`config.mk`:
```
export PLATFORM = sky130hd
export DESIGN_NAME = q4k_ctrl
export DESIGN_NICKNAME = d
export VERILOG_FILES = /design/src/sv/q4k_pkg.sv /design/src/sv/q4k_ctrl.sv
export SDC_FILE = /design/constraint.sdc
export NUM_CORES = 1
export LEC_CHECK = 0
export BUFFER_PORTS_ARGS = -buffer_cell sky130_fd_sc_hd__buf_2
export CAP_MARGIN = 5
export CORE_UTILIZATION = 48
export DETAILED_ROUTE_END_ITERATION = 10
export PLACE_DENSITY_LB_ADDON = 0.15
export RECOVER_POWER = 50
export SYNTH_ARGS = -nofsm -noshare
export SYNTH_HDL_FRONTEND = slang
export SYNTH_SLANG_ARGS = --single-unit
```
`constraint.sdc`:
```
create_clock -name clk -period 2.29 [get_ports clk]
set_input_delay 0.458 -clock clk [delete_from_list [all_inputs] [get_ports clk]]
set_output_delay 0.458 -clock clk [all_outputs]
set_load 0.01 [all_outputs]
```
`src/sv/q4k_pkg.sv`:
```
// Q4K dequantizer package: payload structs, controller states, command struct,
// and the fp16 to fp32 helper function. No dependencies.
`timescale 1ns / 1ps
package q4k_pkg;

  localparam int unsigned BlockBytes  = 144;
  localparam int unsigned HeaderBytes = 16;
  localparam logic [31:0] CanonNan    = 32'h7FC0_0000;

  typedef struct packed {
    logic [7:0] data_byte;
    logic       tensor_last;
  } q4k_in_t;

  typedef struct packed {
    logic [31:0] weight_bits;
    logic [7:0]  weight_index;
    logic        last_of_run;
    logic        tensor_done;
    logic        misalign_error;
  } q4k_out_t;

  typedef enum logic [2:0] {
    ST_IDLE,
    ST_PREP,
    ST_MUL,
    ST_SUB,
    ST_EMIT
  } q4k_state_t;

  // Commands from the controller to the datapath.
  typedef struct packed {
    logic       take_byte;
    logic       load_prep;
    logic       load_mul;
    logic       load_sub;
    logic       emit_err;
    logic       high_pass;
    logic [4:0] lane;
  } q4k_cmd_t;

  // Status from the datapath to the controller.
  typedef struct packed {
    logic is_header;
    logic is_misalign;
    logic chunk_end;
  } q4k_stat_t;

  // fp16 to fp32, exact. The subnormal normalization is a priority search
  // over ten bits only.
  function automatic logic [31:0] fp16_to_fp32(input logic [15:0] h);
    logic [4:0]  ex;
    logic [9:0]  mant;
    logic [31:0] f;
    logic [7:0]  e32;
    logic [9:0]  m;
    int          sh;
    ex   = h[14:10];
    mant = h[9:0];
    f    = {h[15], 31'd0};
    sh   = 0;
    m    = mant;
    if (ex == 5'd0) begin
      if (mant != 10'd0) begin
        for (int k = 9; k >= 0; k--) begin
          if (mant[k] && sh == 0) sh = 10 - k;
        end
        m   = 10'(mant << sh);
        e32 = 8'(113 - sh);
        f   = {h[15], e32, m, 13'd0};
      end
    end else if (ex == 5'h1F) begin
      f = {h[15], 8'hFF, mant, 13'd0};
    end else begin
      e32 = 8'({3'd0, ex} + 8'd112);
      f   = {h[15], e32, mant, 13'd0};
    end
    return f;
  endfunction

endpackage

```
`src/sv/q4k_ctrl.sv`:
```
// Controller: walks each quant byte through prepare, multiply, subtract and
// emit, and at a chunk end the 32 high-nibble weights. Depends on q4k_pkg.
`timescale 1ns / 1ps
module q4k_ctrl
  import q4k_pkg::*;
(
  input  logic       clk,
  input  logic       rst_n,
  input  logic       in_valid,
  output logic       in_stall,
  output logic       out_valid,
  input  logic       out_stall,
  input  q4k_stat_t  stat,
  output q4k_cmd_t   cmd
);

  q4k_state_t  state_r, state_nxt;
  logic        high_r, high_nxt;
  logic        err_r, err_nxt;
  logic        chend_r, chend_nxt;
  logic [4:0]  lane_r, lane_nxt;
  logic        take;

  assign take = (state_r == ST_IDLE) && in_valid;

  always_comb begin
    state_nxt = state_r;
    high_nxt  = high_r;
    err_nxt   = err_r;
    chend_nxt = chend_r;
    lane_nxt  = lane_r;
    case (state_r)
      ST_IDLE: begin
        if (in_valid) begin
          high_nxt  = 1'b0;
          lane_nxt  = 5'd0;
          err_nxt   = stat.is_misalign;
          chend_nxt = stat.chunk_end;
          if (stat.is_misalign) state_nxt = ST_EMIT;
          else if (!stat.is_header) state_nxt = ST_PREP;
        end
      end
      ST_PREP: state_nxt = ST_MUL;
      ST_MUL:  state_nxt = ST_SUB;
      ST_SUB:  state_nxt = ST_EMIT;
      ST_EMIT: begin
        if (!out_stall) begin
          if (!err_r && !high_r && chend_r) begin
            high_nxt  = 1'b1;
            state_nxt = ST_PREP;
          end else if (!err_r && high_r && lane_r != 5'd31) begin
            lane_nxt  = lane_r + 5'd1;
            state_nxt = ST_PREP;
          end else begin
            state_nxt = ST_IDLE;
          end
        end
      end
      default: state_nxt = ST_IDLE;
    endcase
  end

  always_comb begin
    in_stall      = state_r != ST_IDLE;
    out_valid     = state_r == ST_EMIT;
    cmd.take_byte = take;
    cmd.load_prep = (state_r == ST_PREP) || (take && stat.is_misalign);
    cmd.load_mul  = state_r == ST_MUL;
    cmd.load_sub  = state_r == ST_SUB;
    cmd.emit_err  = take && stat.is_misalign;
    cmd.high_pass = high_r;
    cmd.lane      = lane_r;
  end

  always_ff @(posedge clk) begin
    if (!rst_n) begin
      state_r <= ST_IDLE;
      high_r  <= 1'b0;
      err_r   <= 1'b0;
      chend_r <= 1'b0;
      lane_r  <= 5'd0;
    end else begin
      state_r <= state_nxt;
      high_r  <= high_nxt;
      err_r   <= err_nxt;
      chend_r <= chend_nxt;
      lane_r  <= lane_nxt;
    end
  end

endmodule

```
Word-level counts from Yosys, hierarchy flattened
Index checks and enable logic that the tools add are counted.
{ "word_totals": {"regBits": 11, "latch_bits": 0, "ramBits": 0, "mem_bits_ro": 0, "out_inout_bits": 13, "mem_count": 0} }
{ "classes": {"n_addsub": 1, "n_mul": 0, "n_div": 0, "magnitude_cmp": 0, "eq_ne": 11, "n_shift": 0, "muxes": 16, "bitwise_logic": 0, "reduce_logical": 16} }
{ "op_table": {"columns": ["cell", "n"], "rows": [
  ["$mux W5", 4],
  ["$pmux W3 S5", 1],
  ["$mux W3", 4],
  ["$pmux W5 S2", 1],
  ["$eq A3 B2 Y1 const B", 2],
  ["$logic_and A1 B1 Y1", 6],
  ["$ne A2 B2 Y1 const B", 3],
  ["$add A5 B1 Y5 const B", 1],
  ["$mux W1", 5],
  ["$ne A5 B5 Y1 const B", 1],
  ["$reduce_and A5 Y1", 1],
  ["$ne A2 B1 Y1 const B", 2],
  ["$reduce_and A4 Y1", 1],
  ["$eq A3 B1 Y1 const B", 1],
  ["$eq A3 B3 Y1 const B", 1],
  ["$logic_not A3 Y1", 1],
  ["$ne A3 B3 Y1 const B", 1],
  ["$reduce_and A3 Y1", 1],
  ["$reduce_bool A3 Y1", 1],
  ["$logic_not A1 Y1", 2],
  ["$pmux W1 S2", 1],
  ["$reduce_and A2 Y1", 1],
  ["$reduce_bool A2 Y1", 1],
  ["$logic_or A1 B1 Y1", 1]
]} }

Logic depth before layout (Yosys ltp)
Gate-level depths: netlist (run 1).
{ "logic_depth": {"word_depth": 7, "mapped_depth": 6, "ltp_nobuf": 6} }

Least setup slack after synthesis (run 1)
OpenSTA, ideal clock, no wires.
{ "synth_timing": {"kind": "register -> register", "from": "reg lane_r[0]", "to": "reg lane_r[3]", "arrival_ns": 1.527, "required_time_ns": 2.165, "slack_ns": 0.638, "path_stages_with_launch": 7, "n_path_buf": 0, "period_less_slack_ns": 1.652, "path_cell_list": "dfxtp_1 ha_1 and3_1 ha_1 nor4b_4 a21o_4 o221ai_2"} }
{ "synth_between": {"elab_chain_cells": 5, "word_cells_on_any_way": 9, "cone_classes": "add/sub: 1; eq/ne: 2; mux: 4; reduce/logical: 2"} }
{ "synth_lines": {"columns": ["element", "line", "rtl"], "rows": [
  ["start: declaration", "q4k_ctrl.sv:21", "logic [4:0] lane_r, lane_nxt;"],
  ["start signal: assignment", "q4k_ctrl.sv:87", "lane_r <= lane_nxt;"],
  ["$add A5 B1 Y5", "q4k_ctrl.sv:52", "lane_nxt = lane_r + 5'd1;"],
  ["$mux W5", "q4k_ctrl.sv:51", "end else if (!err_r && high_r && lane_r != 5'd31) begin"],
  ["$mux W5", "q4k_ctrl.sv:48", "if (!err_r && !high_r && chend_r) begin"],
  ["$mux W5", "q4k_ctrl.sv:47", "if (!out_stall) begin"],
  ["$pmux W5 S2", "q4k_ctrl.sv:32", "case (state_r)"]
]} }
Several ways; a longest one is shown, not always the timed one. The select of a mux whose other input is x is not followed.
A chain may end at the register's enable or synchronous reset.

==> results of run 1 <==
sequential cells by signal, summed over array words and instances, names as in the netlist:
signal	flops
chend_r	1
err_r	1
high_r	1
lane_r	5
state_r	3
cell usage after synthesis (all sizes together), types with 2 or more instances:
cell	n	area share [%]
nand2	16	9.0
buf	6	6.2
a21oi	5	4.3
o22ai	3	2.8
nand2b	2	1.9
a21o	2	3.4
ha	2	3.8
nor2b	3	2.8
dfxtp	11	33
or3	2	1.9
nor3	4	3.0
inv	4	2.3
nor2	4	2.3
placed cells by master (no fill, tap or decap), drive strengths merged, types with 2 or more instances in the layout:
cell type | Yosys | routed
a21o | 2 | 2
nor2b | 3 | 3
nor2 | 4 | 4
a21oi | 5 | 5
inv | 4 | 4
nand2 | 16 | 16
buf | 6 | 13
ha | 2 | 2
or3 | 2 | 2
clkbuf | 0 | 10
nor3 | 4 | 4
dfxtp | 11 | 11
o22ai | 3 | 3
nand2b | 2 | 2
through the flow:
stage	utilization, %	worst slack (ps)	instances	total power (W)	hold WS (ps)
after floorplan	-	638	80	0.000311	450
after global placement	56.7	455	108	0.000333	482
after detailed placement	56.7	437	108	0.000334	474
after CTS	58.8	211	112	0.000459	440
after global routing	58.2	98.4	112	0.000494	438
final	58.2	214	112	0.000454	445
worst paths after layout:
kind / startpoint / end
max: state_r[2]$_SDFFE_PN0P_ / cmd[6]
min: stat[0] / chend_r$_SDFFE_PN0N_
max reg2reg: lane_r[0]$_SDFFE_PN0P_ / lane_r[2]$_SDFFE_PN0P_
min reg2reg: chend_r$_SDFFE_PN0N_ / chend_r$_SDFFE_PN0N_
kinds of logic after synthesis:
family	count (synthesis)	share of synthesized area [%]
and+or+nand+nor	38	32.0
AOI/OAI and AO/OA	17	20.1
buffers and inverters	11	9.77
DFF	11	33.1
adders and majority gates	2	3.76
xor gates and xnor gates	1	1.32
power by group through the flow:
| stage | Clock [W] | Sequential, W | Combinational, W |
|---|---|---|---|
| floorplan | 0 | 0.000210 | 0.000101 |
| CTS | 0.000129 | 0.000220 | 0.000109 |
| global route | 0.000147 | 0.000224 | 0.000124 |
| detailed placement | 0 | 0.000225 | 0.000109 |
| finish | 0.000124 | 0.000221 | 0.000109 |
| global placement | 0 | 0.000225 | 0.000108 |
layout make-up:
| class | instances | area, sq um |
|---|---|---|
| fill | 132 | 544 |
| multi-input combinational | 58 | 380 |
| sequential | 11 | 220 |
| timing repair buffer | 19 | 87.6 |
| clock buffer | 4 | 26.3 |
| inverter | 5 | 23.8 |
| tap | 15 | 18.8 |
metal layers:
metal | track usage [%] | vias to the layer above
met1 | 27.5 | 263
li1 | - | 315
met3 | 3.47 | 2
met5 | 0 | -
met2 | 31.3 | 13
met4 | 5.17 | 0
critical path, stage by stage, from the launching register on:
cell and delay [ps]:
dfxtp_1 420, or4b_4 610, clkinv_4 90, nand2_1 80, inv_1 50, buf_2 110
==> flow_summary.toml, run 1 <==
[clocking]
post_cts_buffers = 0
cts_buffers = 3
clkSlewWorstSetupHoldPaths_ps = 70
cts_tree = "done"
cts_root_buf = "clkbuf_4"
clock-sinks = 11
ctsHoldBuffers = 0
clk_path_buf_depth = 2
clk_latency_ps = 250
htreeDepth = 1
ctsResizeCount = 0

[floorplan]
die_h_um = 39.2
die_x_um = 39.2
rows = 13
core_sq_mm = 0.00130
pin_count = 20
initial_core_util_pct = 51.2
fp.dieArea_sq_mm = 0.00154

[placed_design]
place_area_sq_um = 738
dp_hpwl_um = 959
gp_congestion = 0.644
io_buffers = 19

[routing]
viasPerCell = 5.29
wl_met1_um = 653
vias = 593
wl_met2_um = 570
final_antenna_net_count = 0
wl_met3_um = 36
wl_per_cell_um = 11.3
first_iter_violations = 6
drc_errors = 0
top_layer = "met4"
drt_pre_antenna_iters = 3
drt_wl_total_um = 1270

[synthesis]
synth_edf_count = 0
ys_ff_latch = 11
synth_area_sq_um = 666
synth_nets = 89
synth_flop_cell = "dfxtp_1"
synth_warnings = 0
netlist_instances = 80
synthDistinctLibCells = 33
seq_area_frac_synth_pct = 33.1
avgSynthCellArea_sq_um = 8.32
synthArstFlopShare_pct = 0

[run_status]
outcome = "complete, no violations"

[sta]
skew_ps = 1.42
hold_viol_final = 0
slew_viol_final = 0
tns_ps = 0
min_period_over_period_pct = 90.7
final-setup-viol-count = 0
slew_headroom_pct = 75.5
rsz0062_at_grt = "no"
tightest_slew_ps = 368
fmax_ghz = 0.482
fin_crit_ps = 2080

[power]
peakVddDrop_mv = 0.275
p_sw_share_pct = 29.5
p_int_w = 0.000320
p_leak_nw = 0.323
clockPowerShare_pct = 27.4
power_frac_seq_pct = 48.6
combPwrFrac_pct = 24.0
power_density_mw_per_mm2 = 599
switchingPower_w = 0.000134

[global_routing]
grt_max_degree = 13
gr-total-overflow = 0
antenna_found_initial = 0
grt_pass1_vias = 481
grt_pass1_wl_um = 2130
gr-usage-all-layers_pct = 19.9

[worst_setup_path]
crit_path_end_kind = "output pin"
start_kind = "register"
cp_max_fo = 12
arrival_ps = 1620
rrSetupSlack_ps = 550
cp.required_ps = 1830
worstSetupPathType = "reg -> out"
reg2reg_depth = 6

[flow_run]
drv_cap = 0

[final_layout]
stdcell_area_sq_um = 757
area_growth_pct = 13.7
drive_above_1_share_pct = 22.7
antenna_cells = 0
fin_nets = 107

[worst_hold_path]
whs_path_depth = 3
hold_path_class = "in -> reg"
(Power assumes the default switching activity.)
==> run 2, diff against run 1 <==
Settings changed: REMOVE_ABC_BUFFERS from default to 1.
==> flow_summary.toml, run 2 (synthesis results as in run 1) <==
[placed_design]
dp_hpwl_um = 978
io_buffers = 19
gp_congestion = 0.715

[worst_setup_path]
arrival_ps = 1670
crit_path_end_kind = "output pin"
worstSetupPathType = "reg -> out"
cp_slowest_cell = "or4b_4"
cp_max_fo = 12
path_cells = "or4b_4 > clkinv_4 > nand2_1 > inv_1 > buf_2"
cp.required_ps = 1830
slowest_delay_ps = 620
start_kind = "register"

[sta]
hold_ws_ps = 424
min_period_over_period_pct = 93.0
fin_crit_ps = 2130
skew_ps = 5.82
final-setup-viol-count = 0
tns_ps = 0
slew_headroom_pct = 75.6
slew_viol_final = 0
hold_viol_final = 0
tightest_slew_ps = 366
fmax_ghz = 0.470
rsz0062_at_grt = "no"

[clocking]
clkSlewWorstSetupHoldPaths_ps = 80
htreeDepth = 1
ctsResizeCount = 0
post_cts_buffers = 0
clock-sinks = 11
clk_path_buf_depth = 2
cts_root_buf = "clkbuf_4"
cts_tree = "done"
clk_latency_ps = 270
cts_buffers = 3
ctsHoldBuffers = 0

[final_layout]
area_growth_pct = 13.7
largest_reg_flops = 5
drive_above_1_share_pct = 22.7
final_cell_mix = "16 x nand2_1, 13 x buf_2, 11 x dfxtp_1, 7 x clkbuf_1"
antenna_cells = 0
layout_commonest_cell = "nand2_1"
final_core_util_pct = 58.2
top_register = "lane_r"
fin_nets = 107
top_regs = "lane_r: 5 flops, state_r: 3 flops"

[routing]
drc_errors = 0
final_antenna_net_count = 0
drt_pre_antenna_iters = 3
first_iter_violations = 10
drt_wl_total_um = 1370
vias = 611
wl_per_cell_um = 12.2
viasPerCell = 5.46

[power]
power_frac_seq_pct = 47.2
p_leak_nw = 0.323
power_density_mw_per_mm2 = 619
clockPowerShare_pct = 29.4
switchingPower_w = 0.000149
power_w = 0.000468
combPwrFrac_pct = 23.5
p_int_w = 0.000320
peakVddDrop_mv = 0.352
p_sw_share_pct = 31.7

[floorplan]
initial_core_util_pct = 51.2
die_h_um = 39.2
fp.dieArea_sq_mm = 0.00154
pin_count = 20
die_x_um = 39.2
rows = 13
core_sq_mm = 0.00130

[global_routing]
gr-total-overflow = 0
grt_pass1_wl_um = 2150
gr-usage-all-layers_pct = 21.5
grt_pass1_vias = 484
grt_max_degree = 13
antenna_found_initial = 0

[worst_hold_path]
hold_path_class = "in -> reg"

[run_status]
outcome = "complete, no violations"

[flow_run]
drv_cap = 0
[run 2: worst paths after layout]
kind                                 from                      to  slack, ps  depth (start not counted)
setup / recovery  state_r[2]$_SDFFE_PN0P_                  cmd[6]        160                          5
hold / removal                    stat[0]    chend_r$_SDFFE_PN0N_        420                          3
setup reg to reg   lane_r[0]$_SDFFE_PN0P_  lane_r[3]$_SDFFE_PN0P_        540                          6
hold reg to reg      chend_r$_SDFFE_PN0N_    chend_r$_SDFFE_PN0N_        490                          2
[run 2: critical path: cells and delay by family (launching register included)]
| kind | cells | cell delay, ps |
|---|---|---|
| buffers and inverters | 3 | 270 |
| DFF | 1 | 420 |
| and+or+nand+nor | 2 | 690 |
[run 2: layout make-up]
class                   instances  area (sq um)
repair buffers                 19          87.6
inverters                       5          23.8
multi-input cells              58           380
clock buffers                   4          26.3
well taps                      15          18.8
fillers                       146           544
flip-flops and latches         11           220
[run 2: through the flow]
step	cell area (sq um)	std cells	worst slack, ps
2_1_floorplan	624	74	624
3_3_place_gp	738	108	459
3_5_place_dp	738	108	423
4_1_cts	764	112	167
5_1_grt	757	112	70.3
6_report	757	112	160
[run 2: power groups by stage]
| stage | Sequential, W | Combinational (W) | Clock [W] |
|---|---|---|---|
| 2_1_floorplan | 0.000220 | 0.0000760 | 0 |
| 3_3_place_gp | 0.000225 | 0.000109 | 0 |
| 3_5_place_dp | 0.000226 | 0.000110 | 0 |
| 4_1_cts | 0.000221 | 0.000111 | 0.000140 |
| 5_1_grt | 0.000223 | 0.000124 | 0.000153 |
| 6_report | 0.000221 | 0.000110 | 0.000138 |
[run 2: per-layer routing]
metal,wire length (um),GRT usage (%),vias up
met5,0,0,-
met4,27,10.3,0
met3,36,5.20,5
met2,595,31.7,12
met1,705,28.9,278
li1,-,-,316
