--- config.mk ---
export PLATFORM = sky130hd
export DESIGN_NAME = q4k_datapath
export DESIGN_NICKNAME = d
export VERILOG_FILES = /design/src/sv/q4k_pkg.sv /design/src/sv/q4k_fmul.sv /design/src/sv/q4k_fsub.sv /design/src/sv/q4k_datapath.sv
export SDC_FILE = /design/constraint.sdc
export NUM_CORES = 2
export LEC_CHECK = 0
export BUFFER_PORTS_ARGS = -buffer_cell sky130_fd_sc_hd__clkbuf_2
export CORE_UTILIZATION = 38
export CTS_CLUSTER_DIAMETER = 60
export DETAILED_ROUTE_END_ITERATION = 10
export PLACE_DENSITY_LB_ADDON = 0.08
export SLEW_MARGIN = 20
export SYNTH_ARGS = -nofsm -noshare
export SYNTH_HDL_FRONTEND = slang
export SYNTH_SLANG_ARGS = --single-unit
--- constraint.sdc ---
create_clock -name clk -period 22.2 [get_ports clk]
set_input_delay 2.22 -clock clk [delete_from_list [all_inputs] [get_ports clk]]
set_output_delay 2.22 -clock clk [all_outputs]
set_load 0.005 [all_outputs]
--- src/sv/q4k_pkg.sv ---
// Q4K dequantizer package: payload structs, controller states, command struct,
// and the fp16 to fp32 helper function. No dependencies.
`timescale 1ns / 1ps
package q4k_pkg;

  localparam int unsigned BlockBytes  = 144;
  localparam int unsigned HeaderBytes = 16;
  localparam logic [31:0] CanonNan    = 32'h7FC0_0000;

  typedef struct packed {
    logic [7:0] data_byte;
    logic       tensor_last;
  } q4k_in_t;

  typedef struct packed {
    logic [31:0] weight_bits;
    logic [7:0]  weight_index;
    logic        last_of_run;
    logic        tensor_done;
    logic        misalign_error;
  } q4k_out_t;

  typedef enum logic [2:0] {
    ST_IDLE,
    ST_PREP,
    ST_MUL,
    ST_SUB,
    ST_EMIT
  } q4k_state_t;

  // Commands from the controller to the datapath.
  typedef struct packed {
    logic       take_byte;
    logic       load_prep;
    logic       load_mul;
    logic       load_sub;
    logic       emit_err;
    logic       high_pass;
    logic [4:0] lane;
  } q4k_cmd_t;

  // Status from the datapath to the controller.
  typedef struct packed {
    logic is_header;
    logic is_misalign;
    logic chunk_end;
  } q4k_stat_t;

  // fp16 to fp32, exact. The subnormal normalization is a priority search
  // over ten bits only.
  function automatic logic [31:0] fp16_to_fp32(input logic [15:0] h);
    logic [4:0]  ex;
    logic [9:0]  mant;
    logic [31:0] f;
    logic [7:0]  e32;
    logic [9:0]  m;
    int          sh;
    ex   = h[14:10];
    mant = h[9:0];
    f    = {h[15], 31'd0};
    sh   = 0;
    m    = mant;
    if (ex == 5'd0) begin
      if (mant != 10'd0) begin
        for (int k = 9; k >= 0; k--) begin
          if (mant[k] && sh == 0) sh = 10 - k;
        end
        m   = 10'(mant << sh);
        e32 = 8'(113 - sh);
        f   = {h[15], e32, m, 13'd0};
      end
    end else if (ex == 5'h1F) begin
      f = {h[15], 8'hFF, mant, 13'd0};
    end else begin
      e32 = 8'({3'd0, ex} + 8'd112);
      f   = {h[15], e32, mant, 13'd0};
    end
    return f;
  endfunction

endpackage

--- src/sv/q4k_fmul.sv ---
// Exact-where-representable fp32 multiply with round to nearest even.
// Depends on q4k_pkg. One 24x24 mantissa product per call site, registered outside.
`timescale 1ns / 1ps
module q4k_fmul
  import q4k_pkg::*;
(
  input  logic [31:0] a,
  input  logic [31:0] b,
  output logic [31:0] y
);

  logic        sa, sb, sy;
  logic [7:0]  ea, eb;
  logic [23:0] ma, mb;
  logic [47:0] p;
  logic [9:0]  ey;
  logic        a_nan, b_nan, a_inf, b_inf, a_zero, b_zero;
  logic [7:0]  lza;
  logic [47:0] pn;
  logic signed [11:0] e_true;
  logic [24:0] mr;
  logic        g, st;
  logic [5:0]  dsh;
  logic [72:0] wide;

  always_comb begin
    sa = a[31]; sb = b[31]; sy = sa ^ sb;
    ea = a[30:23]; eb = b[30:23];
    a_nan  = (ea == 8'hFF) && (a[22:0] != 23'd0);
    b_nan  = (eb == 8'hFF) && (b[22:0] != 23'd0);
    a_inf  = (ea == 8'hFF) && (a[22:0] == 23'd0);
    b_inf  = (eb == 8'hFF) && (b[22:0] == 23'd0);
    a_zero = (ea == 8'd0) && (a[22:0] == 23'd0);
    b_zero = (eb == 8'd0) && (b[22:0] == 23'd0);
    ma = (ea == 8'd0) ? {1'b0, a[22:0]} : {1'b1, a[22:0]};
    mb = (eb == 8'd0) ? {1'b0, b[22:0]} : {1'b1, b[22:0]};
    p  = ma * mb;
    // Find leading one of the product.
    lza = 8'd0;
    for (int k = 0; k < 48; k++) begin
      if (p[k]) lza = 8'(47 - k);
    end
    pn  = p << lza;
    // Value = pn[47].pn[46:0] * 2^(e_true), e_true unbiased.
    e_true = 12'($signed({4'd0, (ea == 8'd0) ? 8'd1 : ea}))
           + 12'($signed({4'd0, (eb == 8'd0) ? 8'd1 : eb}))
           - 12'sd254 + 12'sd1 - 12'($signed({4'd0, lza}));
    ey   = 10'd0;
    mr   = 25'd0;
    g    = 1'b0;
    st   = 1'b0;
    dsh  = 6'd0;
    wide = 73'd0;
    y    = 32'd0;
    if (a_nan || b_nan || (a_inf && b_zero) || (b_inf && a_zero)) begin
      y = CanonNan;
    end else if (a_inf || b_inf) begin
      y = {sy, 8'hFF, 23'd0};
    end else if (p == 48'd0) begin
      y = {sy, 31'd0};
    end else begin
      if (e_true < -12'sd126) begin
        // Subnormal result: shift right to fixed exponent -126.
        dsh  = (e_true < -12'sd176) ? 6'd50 : 6'(-12'sd126 - e_true);
        wide = {pn, 25'd0} >> dsh;
        mr   = {1'b0, wide[72:49]};
        g    = wide[48];
        st   = |wide[47:0];
        ey   = 10'd0;
      end else begin
        mr = {1'b0, pn[47:24]};
        g  = pn[23];
        st = |pn[22:0];
        ey = 10'(e_true + 12'sd127);
      end
      if (g && (st || mr[0])) mr = mr + 25'd1;
      if (mr[24]) begin
        mr = mr >> 1;
        ey = ey + 10'd1;
      end else if (ey == 10'd0 && mr[23]) begin
        ey = 10'd1;
      end
      if (ey >= 10'd255) y = {sy, 8'hFF, 23'd0};
      else               y = {sy, ey[7:0], mr[22:0]};
    end
  end

endmodule

--- src/sv/q4k_fsub.sv ---
// fp32 subtract a - b with round to nearest even and canonical NaN.
// Depends on q4k_pkg.
`timescale 1ns / 1ps
module q4k_fsub
  import q4k_pkg::*;
(
  input  logic [31:0] a,
  input  logic [31:0] b,
  output logic [31:0] y
);

  logic        sa, sb, sx, sy, swp;
  logic [7:0]  ea, eb, ex, ez;
  logic [26:0] mx, mz, mzs;
  logic [27:0] sum;
  logic [7:0]  d;
  logic        stk;
  logic [4:0]  lz;
  logic signed [10:0] e;
  logic [27:0] n;
  logic [24:0] mr;
  logic        g, st;
  logic        a_nan, b_nan, a_inf, b_inf;

  always_comb begin
    sa = a[31]; sb = ~b[31];
    ea = a[30:23]; eb = b[30:23];
    a_nan = (ea == 8'hFF) && (a[22:0] != 23'd0);
    b_nan = (eb == 8'hFF) && (b[22:0] != 23'd0);
    a_inf = (ea == 8'hFF) && (a[22:0] == 23'd0);
    b_inf = (eb == 8'hFF) && (b[22:0] == 23'd0);
    swp = {eb, b[22:0]} > {ea, a[22:0]};
    sx = swp ? sb : sa;
    sy = swp ? sa : sb;
    ex = swp ? eb : ea;
    ez = swp ? ea : eb;
    mx = {(ex != 8'd0), (swp ? b[22:0] : a[22:0]), 3'd0};
    mz = {(ez != 8'd0), (swp ? a[22:0] : b[22:0]), 3'd0};
    d  = ((ex == 8'd0) ? 8'd1 : ex) - ((ez == 8'd0) ? 8'd1 : ez);
    stk = 1'b0;
    if (d > 8'd26) begin
      mzs = {26'd0, |mz};
    end else begin
      mzs = mz >> d;
      stk = |(mz & ~(27'h7FFFFFF << d));
      mzs[0] = mzs[0] | stk;
    end
    sum = (sx == sy) ? {1'b0, mx} + {1'b0, mzs} : {1'b0, mx} - {1'b0, mzs};
    lz = 5'd0;
    for (int k = 0; k < 28; k++) begin
      if (sum[k]) lz = 5'(27 - k);
    end
    e  = 11'($signed({3'd0, (ex == 8'd0) ? 8'd1 : ex})) + 11'sd1 - 11'($signed({6'd0, lz}));
    n  = sum << lz;
    if (e < 11'sd1) begin
      n = sum << (lz - 5'(11'sd1 - e));
      e = 11'sd0;
    end
    mr = {1'b0, n[27:4]};
    g  = n[3];
    st = |n[2:0];
    if (g && (st || mr[0])) mr = mr + 25'd1;
    if (mr[24]) begin
      mr = mr >> 1;
      e  = e + 11'sd1;
    end else if (e == 11'sd0 && mr[23]) begin
      e = 11'sd1;
    end
    if (a_nan || b_nan || (a_inf && b_inf && (sa != sb))) y = CanonNan;
    else if (a_inf) y = {sa, 8'hFF, 23'd0};
    else if (b_inf) y = {sb, 8'hFF, 23'd0};
    else if (sum == 28'd0) y = {(sx == sy) ? sx : 1'b0, 31'd0};
    else if (e >= 11'sd255) y = {sx, 8'hFF, 23'd0};
    else y = {sx, e[7:0], mr[22:0]};
  end

endmodule

--- src/sv/q4k_datapath.sv ---
// Datapath: block header and nibble storage, the scale/min decode and the
// weight arithmetic pipeline. Depends on q4k_pkg, q4k_fmul and q4k_fsub.
`timescale 1ns / 1ps
module q4k_datapath
  import q4k_pkg::*;
(
  input  logic      clk,
  input  logic      rst_n,
  input  q4k_in_t   in_beat,
  input  q4k_cmd_t  cmd,
  output q4k_stat_t stat,
  output q4k_out_t  res
);

  logic [7:0]  pos_r, pos_nxt;
  logic [15:0] d_half_r, m_half_r;
  logic [7:0]  scb_r [12];
  logic [3:0]  hi_r [32];
  logic [3:0]  lo_r;
  logic [1:0]  chunk_r;
  logic        end_r;
  logic [7:0]  off;
  logic [2:0]  sub;
  logic [5:0]  sc, mm;
  logic [3:0]  q;
  logic [31:0] dsub_r, msub_r, prod_r, res_w_r;
  logic [31:0] d_f, m_f, sc_f, m6_f, q_f, dsub_w, msub_w, prod_w, diff_w;
  logic [31:0] op_a, op_b, mul_y;
  logic [7:0]  idx_r;
  logic [7:0]  widx_r;
  logic [3:0]  q_r;
  logic        err_r, last_r, done_r;

  assign off = pos_r - 8'(HeaderBytes);
  assign stat.is_header   = pos_r < 8'(HeaderBytes);
  assign stat.is_misalign = in_beat.tensor_last && (pos_r != 8'(BlockBytes - 1));
  assign stat.chunk_end   = off[4:0] == 5'd31;

  always_comb begin
    pos_nxt = pos_r;
    if (cmd.take_byte) begin
      if (stat.is_misalign || pos_r == 8'(BlockBytes - 1)) pos_nxt = 8'd0;
      else pos_nxt = pos_r + 8'd1;
    end
  end

  always_ff @(posedge clk) begin
    if (!rst_n) begin
      pos_r <= 8'd0;
    end else begin
      pos_r <= pos_nxt;
    end
  end

  always_ff @(posedge clk) begin
    if (cmd.take_byte && !stat.is_misalign) begin
      case (pos_r)
        8'd0: d_half_r[7:0]  <= in_beat.data_byte;
        8'd1: d_half_r[15:8] <= in_beat.data_byte;
        8'd2: m_half_r[7:0]  <= in_beat.data_byte;
        8'd3: m_half_r[15:8] <= in_beat.data_byte;
        default: begin
          if (stat.is_header) scb_r[4'(pos_r - 8'd4)] <= in_beat.data_byte;
          else hi_r[off[4:0]] <= in_beat.data_byte[7:4];
        end
      endcase
      lo_r    <= in_beat.data_byte[3:0];
      chunk_r <= off[6:5];
      idx_r   <= {off[6:5], 1'b0, off[4:0]};
      end_r   <= in_beat.tensor_last;
    end
  end

  // Sub-block scale and min decode for the current pass.
  always_comb begin
    sub = {chunk_r, cmd.high_pass};
    if (!sub[2]) begin
      sc = scb_r[{2'd0, sub[1:0]}][5:0];
      mm = scb_r[{2'd1, sub[1:0]}][5:0];
    end else begin
      sc = {scb_r[{2'd0, sub[1:0]}][7:6], scb_r[{2'd2, sub[1:0]}][3:0]};
      mm = {scb_r[{2'd1, sub[1:0]}][7:6], scb_r[{2'd2, sub[1:0]}][7:4]};
    end
    q = cmd.high_pass ? hi_r[cmd.lane] : lo_r;
  end

  function automatic logic [31:0] small_to_float(input logic [5:0] v);
    logic [31:0] f;
    f = 32'd0;
    for (int k = 0; k < 6; k++) begin
      if (v[k]) f = {1'b0, 8'(127 + k), 23'(({17'd0, v} << (23 - k)) & 23'h7FFFFF)};
    end
    return f;
  endfunction

  assign d_f  = fp16_to_fp32(d_half_r);
  assign m_f  = fp16_to_fp32(m_half_r);
  assign sc_f = small_to_float(sc);
  assign m6_f = small_to_float(mm);
  assign q_f  = small_to_float({2'd0, q_r});

  // Two multipliers for the sub-block factors, one for the quant product.
  q4k_fmul u_mul_d (.a(d_f), .b(sc_f), .y(dsub_w));
  q4k_fmul u_mul_m (.a(m_f), .b(m6_f), .y(msub_w));
  assign op_a = dsub_r;
  assign op_b = q_f;
  q4k_fmul u_mul_q (.a(op_a), .b(op_b), .y(mul_y));
  assign prod_w = mul_y;
  q4k_fsub u_sub (.a(prod_r), .b(msub_r), .y(diff_w));

  // The position has already moved on by the prepare step, so the chunk end of
  // the low pass comes from the captured index.
  always_ff @(posedge clk) begin
    if (cmd.load_prep) begin
      dsub_r <= dsub_w;
      msub_r <= msub_w;
      q_r    <= q;
      err_r  <= cmd.emit_err;
      last_r <= !cmd.high_pass ? (idx_r[4:0] != 5'd31) : (cmd.lane == 5'd31);
      done_r <= cmd.high_pass && (cmd.lane == 5'd31) && end_r;
      widx_r <= cmd.high_pass ? {chunk_r, 1'b1, cmd.lane} : idx_r;
    end
    if (cmd.load_mul) prod_r <= prod_w;
    if (cmd.load_sub) res_w_r <= diff_w;
  end

  always_comb begin
    res.weight_bits    = err_r ? 32'd0 : res_w_r;
    res.weight_index   = err_r ? 8'd0 : widx_r;
    res.last_of_run    = err_r ? 1'b1 : last_r;
    res.tensor_done    = err_r ? 1'b0 : done_r;
    res.misalign_error = err_r;
  end

endmodule

# Word level (Yosys, flattened, before mapping)
# Memory sizes are Yosys's and may differ from the RTL's.
# Index checks and enable logic that the tools add are counted.
[totals]
out_inout_bits = 46
word_cells = 679
input_bits = 22
ramBits = 224
mem_count = 2
ff_bits = 197
[mem_list]
columns = ["name", "words", "word_bits", "read_ports", "rd_clocked_by_memory_dff", "write_ports", "line_no", "text"]
rows = [
  ["hi_r", 32, 4, 1, 0, 1, "q4k_datapath.sv:18", "logic [3:0] hi_r [32];"],
  ["scb_r", 12, 8, 3, 0, 1, "q4k_datapath.sv:17", "logic [7:0] scb_r [12];"],
]
[op_classes]
n_reduce_logical = 159
shift = 12
eq_ne = 20
add_sub_neg = 40
mux = 395
multipliers = 3
bitwise_logic = 7
magnitude_cmp = 14
[ops]
columns = ["cell", "n"]
rows = [
  ["$mux 32", 75],
  ["$mux 8", 154],
  ["$logic_not 32->1", 18],
  ["$mux 25", 22],
  ["$mux 31", 13],
  ["$mux 10", 27],
  ["$shr 73x6->73", 3],
  ["$mux 24", 9],
  ["$mux 23", 9],
  ["$logic_not 23->1", 8],
  ["$reduce_bool 23->1", 8],
  ["$logic_not 48->1", 3],
  ["$mul 24x24->48", 3],
  ["$reduce_or 48->1", 3],
  ["$shl 48x8->48", 3],
  ["$mux 5", 28],
  ["$mux 30", 3],
  ["$add 25x1->25 const B", 3],
  ["$eq 8x8->1 const B", 9],
  ["$logic_not 8->1", 9],
  ["$reduce_or 23->1", 3],
  ["$shl 10x32->10", 2],
  ["$logic_and 1x1->1", 60],
  ["$mux 28", 2],
  ["other kinds (64)", 173],
]

# Depth between registers and ports, before layout
[depth]
ltp_word = 127
mapped_depth = 91
ltp_nobuf = 80

# By module
# From an unflattened synthesis, not the netlist that was laid out.
[unflattened]
hier_cells = 15747
hier_area_um2 = 128117.9
[by_module_without_submodules]
columns = ["mod", "area_per_inst_um2", "seq_area_each_um2", "instances", "cells_per_inst"]
rows = [
  ["q4k_fmul at u_mul_q", 32773.9, 0.0, 1, 4270],
  ["q4k_fmul at u_mul_m", 32144.6, 0.0, 1, 4153],
  ["q4k_fmul at u_mul_d", 31954.4, 0.0, 1, 4157],
  ["q4k_datapath", 17140.2, 12502.0, 1, 1011],
  ["q4k_fsub", 14104.8, 0.0, 1, 2156],
]

# Least setup slack after synthesis
# No wires, ideal clock.
[synth_timing]
kind = "reg-to-reg"
start = "register msub_r[4]"
end = "register res_w_r[3] (data pin)"
setup_time_ns = 0.169
period_less_slack_ns = 16.637
required_time_ns = 22.031
path_stages_with_launch = 83
slack_ns = 5.563
n_path_buf = 17
t_arrival_ns = 16.467
path_cell_list = "edfxtp_1 > ha_1 > a211oi_1 > nor2_1 > o31ai_4 > a211oi_4 > nor2_4 > buf_2 > buf_2 > clkbuf_1 > buf_1 > clkbuf_1 > a21oi_1 > fa_1 > buf_2 > buf_2 > buf_1 > clkbuf_1 > [47 not listed] > nand2_1 > o221a_2 > nor2_1 > ha_1 > nand3_1 > a211o_1 > a211oi_1 > and4_1 > and4_1 > buf_4 > and3_1 > buf_4 > nor2_1 > a32o_1 > and4b_1 > buf_2 > buf_6 > nor4_4"
[synth_between]
elab_chain_cells = 55
word_cells_on_any_way = 86
classes_between = "9 x add/sub; 4 x order compare; 1 x eq/ne; 4 x shift; 44 x mux; 3 x bitwise; 21 x reduce/logical"
[synth_rtl]
columns = ["element", "line_no", "text"]
rows = [
  ["start, declared", "q4k_datapath.sv:26", "logic [31:0] dsub_r, msub_r, prod_r, res_w_r;"],
  ["start signal, assigned", "q4k_datapath.sv:116", "msub_r <= msub_w;"],
  ["parallel branches: the longest is 55 deep, another holds $gt 31x31->1", "--", ""],
  ["end signal, assigned", "q4k_datapath.sv:124", "if (cmd.load_sub) res_w_r <= diff_w;"],
  ["end, declared", "q4k_datapath.sv:26", ""],
]
# Parallel ways; which one is timed is not known.
# A chain may end at the register's enable or synchronous reset.

# Final worst setup path
[layout_timing]
start = "register prod_r[10]"
end = "register res_w_r[1] (data pin)"
[layout_between]
elab_chain_cells = 55
word_cells_on_any_way = 86
classes_between = "9 x add/sub; 4 x order compare; 1 x eq/ne; 4 x shift; 44 x mux; 3 x bitwise; 21 x reduce/logical"
[layout_rtl]
columns = ["element", "line_no", "text"]
rows = [
  ["start, declared", "q4k_datapath.sv:26", ""],
  ["start signal, assigned", "q4k_datapath.sv:123", "if (cmd.load_mul) prod_r <= prod_w;"],
  ["parallel branches: the longest is 55 deep, another holds $gt 31x31->1", "--", ""],
]
# Parallel ways; which one is timed is not known.

==> run_results.csv <==
group,metric,value,unit
status,status,"complete, no violations",
timing,setup_viol,0,
worst_setup_path,crit_path_max_incr_delay,0.80,ns
layout,drive_above_1_share,8.39,%
min_path,whs_path_depth,1,
placed_design,placed_area,56200,sq um
timing,min_period,20.49,ns
timing,skew,0.0586,ns
worst_setup_path,r2r-end,"res_w_r[1]$_SDFFCE_PP0P_",
worst_setup_path,path_delay_family,"compound AO/OA/AOI/OAI gates",
worst_setup_path,critPathArrivalTime,20.84,ns
detailed_routing,viasPerCell,6.22,
logic_synthesis,ys_seq_elements,419,
grt,antenna_found_initial,12,
placed_design,port_buffers,67,
worst_setup_path,slowest_stage,"a31oi_1",
worst_setup_path,start_kind,"flop",
logic_synthesis,ys_types,124,
worst_setup_path,ff2ff_setup_slack,1.71,ns
detailed_routing,ant_nets,0,
timing,rsz0062_at_grt,"false",
worst_setup_path,crit_type,"reg -> reg",
worst_setup_path,end_kind,"flop",
worst_setup_path,r2r_cells,76,
die,die_x,379,microns
clocking,cts_tree,"yes",
detailed_routing,drt-initial-drc-count,5571,
clocking,post-cts-setup-buffer-count,0,
layout,fin_area,57900,sq um
placed_design,gp_routability_congestion,0.985,
worst_setup_path,crit_required,22.55,ns
flow_run,maxCapViolCount,0,
clocking,ctsRootBufferMaster,"clkbuf_16",
clocking,clkLatencyLatePin,0.68,ns
logic_synthesis,syn-cell-area,53900,sq um
grt,grt-ovfl-total,0,
layout,final-seq-area,12500,sq um
timing,worst_slew_pin_slew,1.25,ns
logic_synthesis,synth_nets,7161,
grt,grt_pass1_vias,49838,
layout,final_net_count,7060,
worst_setup_path,setup.worst_path.start,"prod_r[10]$_SDFFCE_PP0P_",
logic_synthesis,async_flop_share,0,%
logic_synthesis,ys_warn_count,0,
min_path,hold_path_class,"reg -> reg",
die,io-pin-count,68,
grt,grt_max_degree,58,
clocking,path_clk_slew,0.06,ns
die,dieArea,143000,sq um
clocking,cts.sinks,419,
timing,fmax,0.0488,GHz
detailed_routing,drt_wl_total,205000,microns
layout,layout_common_cells,"nand2_1, nor2_1, ha_1, edfxtp_1, a21oi_1",
timing,whs,0.541,ns
die,rows,137,
logic_synthesis,ys_seq_area_share,23.2,%
clocking,htreeDepth,2,
timing,fin_tns_setup,0,ns
placed_design,dp_slack,1.93,ns
min_path,whs_endpoint,"msub_r[31]$_SDFFCE_PP0P_",
timing,slew_headroom,16.1,%
layout,multi_input_area,38600,sq um
timing,slew_violations,0,
worst_setup_path,path_buf_inv,8,
clocking,cts_max_path_buffers,3,
worst_setup_path,crit_fanout,26,
detailed_routing,route.vias.total,52035,
min_path,hold_start,"m_half_r[15]$_DFFE_PP_",
grt,grt_pass1_wl,311000,microns
timing,finalHoldViolCount,0,
clocking,cts_made_buffers,51,
logic_synthesis,avgSynthCellArea,8.24,sq um
detailed_routing,wl_per_cell,24.4,microns
grt,track_usage,27.9,%
die,core-area,140000,sq um
layout,fillers,14536,
detailed_routing,dr.pass1.iters,7,
timing,period_share,92.3,%
detailed_routing,drcViolationCount,0,
layout,syn2layout_area_growth,7.35,%
logic_synthesis,ys.flop_type,"edfxtp_1",
timing,worst_slack,1.71,ns
worst_setup_path,rr_startpoint,"prod_r[10]$_SDFFCE_PP0P_",
logic_synthesis,synth-edff-count,411,
placed_design,dp_hpwl,161000,microns
die,die_h,379,microns
logic_synthesis,postSynthCellCount,6545,
layout,layout_commonest_cell,"nand2_1",
die,start_util,38.5,%
sequential cells by signal, summed over array words and instances, names as in the netlist:
register / count
d_half_r: 16
pos_r: 8
msub_r: 32
hi_r: 128
err_r: 1
res_w_r: 32
chunk_r: 2
end_r: 1
lo_r: 4
m_half_r: 16
q_r: 4
scb_r: 96
last_r: 1
dsub_r: 32
widx_r: 8
prod_r: 32
done_r: 1
idx_r: 5
metal layers:
metal / global-route usage (%) / share of wire [%] / wire [microns]
met2: 46.5 / 47 / 95300
met4: 9.40 / 3.7 / 7530
met5: 0 / 0.011 / 22
met3: 3.13 / 6.2 / 12800
met1: 37.4 / 43 / 88800
cell usage after synthesis, types with 20 or more instances:
| library cell | n | area (sq um) |
|---|---|---|
| nand2b_1 | 54 | 338 |
| mux2i_1 | 126 | 1260 |
| a21oi_1 | 398 | 1990 |
| buf_1 | 23 | 86.3 |
| o21bai_1 | 39 | 293 |
| nand3_1 | 225 | 1130 |
| nand2_1 | 733 | 2750 |
| nand4_1 | 94 | 588 |
| o211ai_1 | 121 | 908 |
| a211oi_1 | 86 | 646 |
| o2111ai_1 | 27 | 236 |
| a311oi_1 | 21 | 184 |
| nor2_1 | 587 | 2200 |
| inv_1 | 387 | 1450 |
| and3_1 | 78 | 488 |
| edfxtp_1 | 411 | 12300 |
| or4_1 | 20 | 150 |
| xor2_1 | 81 | 709 |
| a31oi_1 | 85 | 532 |
| or2_2 | 45 | 282 |
| o311ai_0 | 21 | 184 |
| o221ai_1 | 22 | 193 |
| nor3_1 | 192 | 961 |
| and2_1 | 92 | 576 |
| nor4_1 | 73 | 457 |
| clkbuf_1 | 274 | 1030 |
| o21ai_1 | 31 | 155 |
| buf_2 | 34 | 170 |
| a221oi_1 | 24 | 210 |
| o22ai_1 | 62 | 388 |
| fa_1 | 129 | 2580 |
| o21ai_0 | 361 | 1810 |
| o21a_1 | 53 | 398 |
| mux4_2 | 79 | 1780 |
| mux2_2 | 42 | 473 |
| a21o_1 | 98 | 736 |
| o32ai_1 | 24 | 210 |
| a21boi_0 | 32 | 240 |
| nor2b_1 | 94 | 588 |
| or3_1 | 45 | 282 |
| ha_1 | 465 | 5820 |
| xnor2_1 | 149 | 1310 |
| o31ai_1 | 46 | 345 |
| a211o_1 | 28 | 245 |
| a22oi_1 | 33 | 248 |
worst max path at each step:
stage,cells past startpoint,to
6_report,76,res_w_r[1]$_SDFFCE_PP0P_
5_1_grt,82,res_w_r[1]$_SDFFCE_PP0P_
4_1_cts,76,res_w_r[1]$_SDFFCE_PP0P_
3_5_place_dp,76,res_w_r[1]$_SDFFCE_PP0P_
3_3_place_gp,78,res_w_r[19]$_SDFFCE_PP0P_
2_1_floorplan,82,res_w_r[3]$_SDFFCE_PP0P_
layout make-up:
class | instances | area share (%)
sequential | 419 | 21.6
clock inverter | 34 | 0.566
clock buffer | 61 | 2.27
multi-input combinational | 5388 | 66.8
tap | 1876 | 4.06
timing repair buffer | 190 | 2.18
antenna | 4 | 0.0173
inverter | 394 | 2.55
worst reg2reg max path, delay by kind of cell (launching register included):
family / cells / cell delay (ns)
adders and majority gates: 9 / 2.62
DFF: 1 / 0.51
xor gates and xnor gates: 3 / 0.53
buffers and inverters: 8 / 1.72
AOI/OAI and AO/OA: 29 / 8.17
and+or+nand+nor: 27 / 6.67
through the flow:
step | utilization [%] | std cells
finish | 41.3 | 8366
detailed placement | 40.1 | 8267
global route | 41.3 | 8365
global placement | 40.1 | 8267
floorplan | - | 6545
CTS | 41.3 | 8362
kinds of logic (layout without fill, tap and decap cells):
group | Yosys count | after routing | share of synthesized area, %
adders and majority gates | 594 | 594 | 15.6
buffers and inverters | 738 | 679 | 5.33
AOI/OAI and AO/OA | 1891 | 1891 | 24.0
xor gates and xnor gates | 232 | 232 | 3.80
other | 0 | 4 | 0
muxes | 248 | 248 | 6.56
and+or+nand+nor | 2423 | 2423 | 21.5
DFF | 419 | 419 | 23.2
repair_timing:
action,4_1_cts,5_1_grt
hold endpoints to repair,0,0
hold buffers,0,0
gates resized for setup,0,1
setup endpoints to repair,0,19
Power is left out: the tool's default activity adds up to more than one toggle a clock period on the data nets, which glitch-free logic cannot reach.
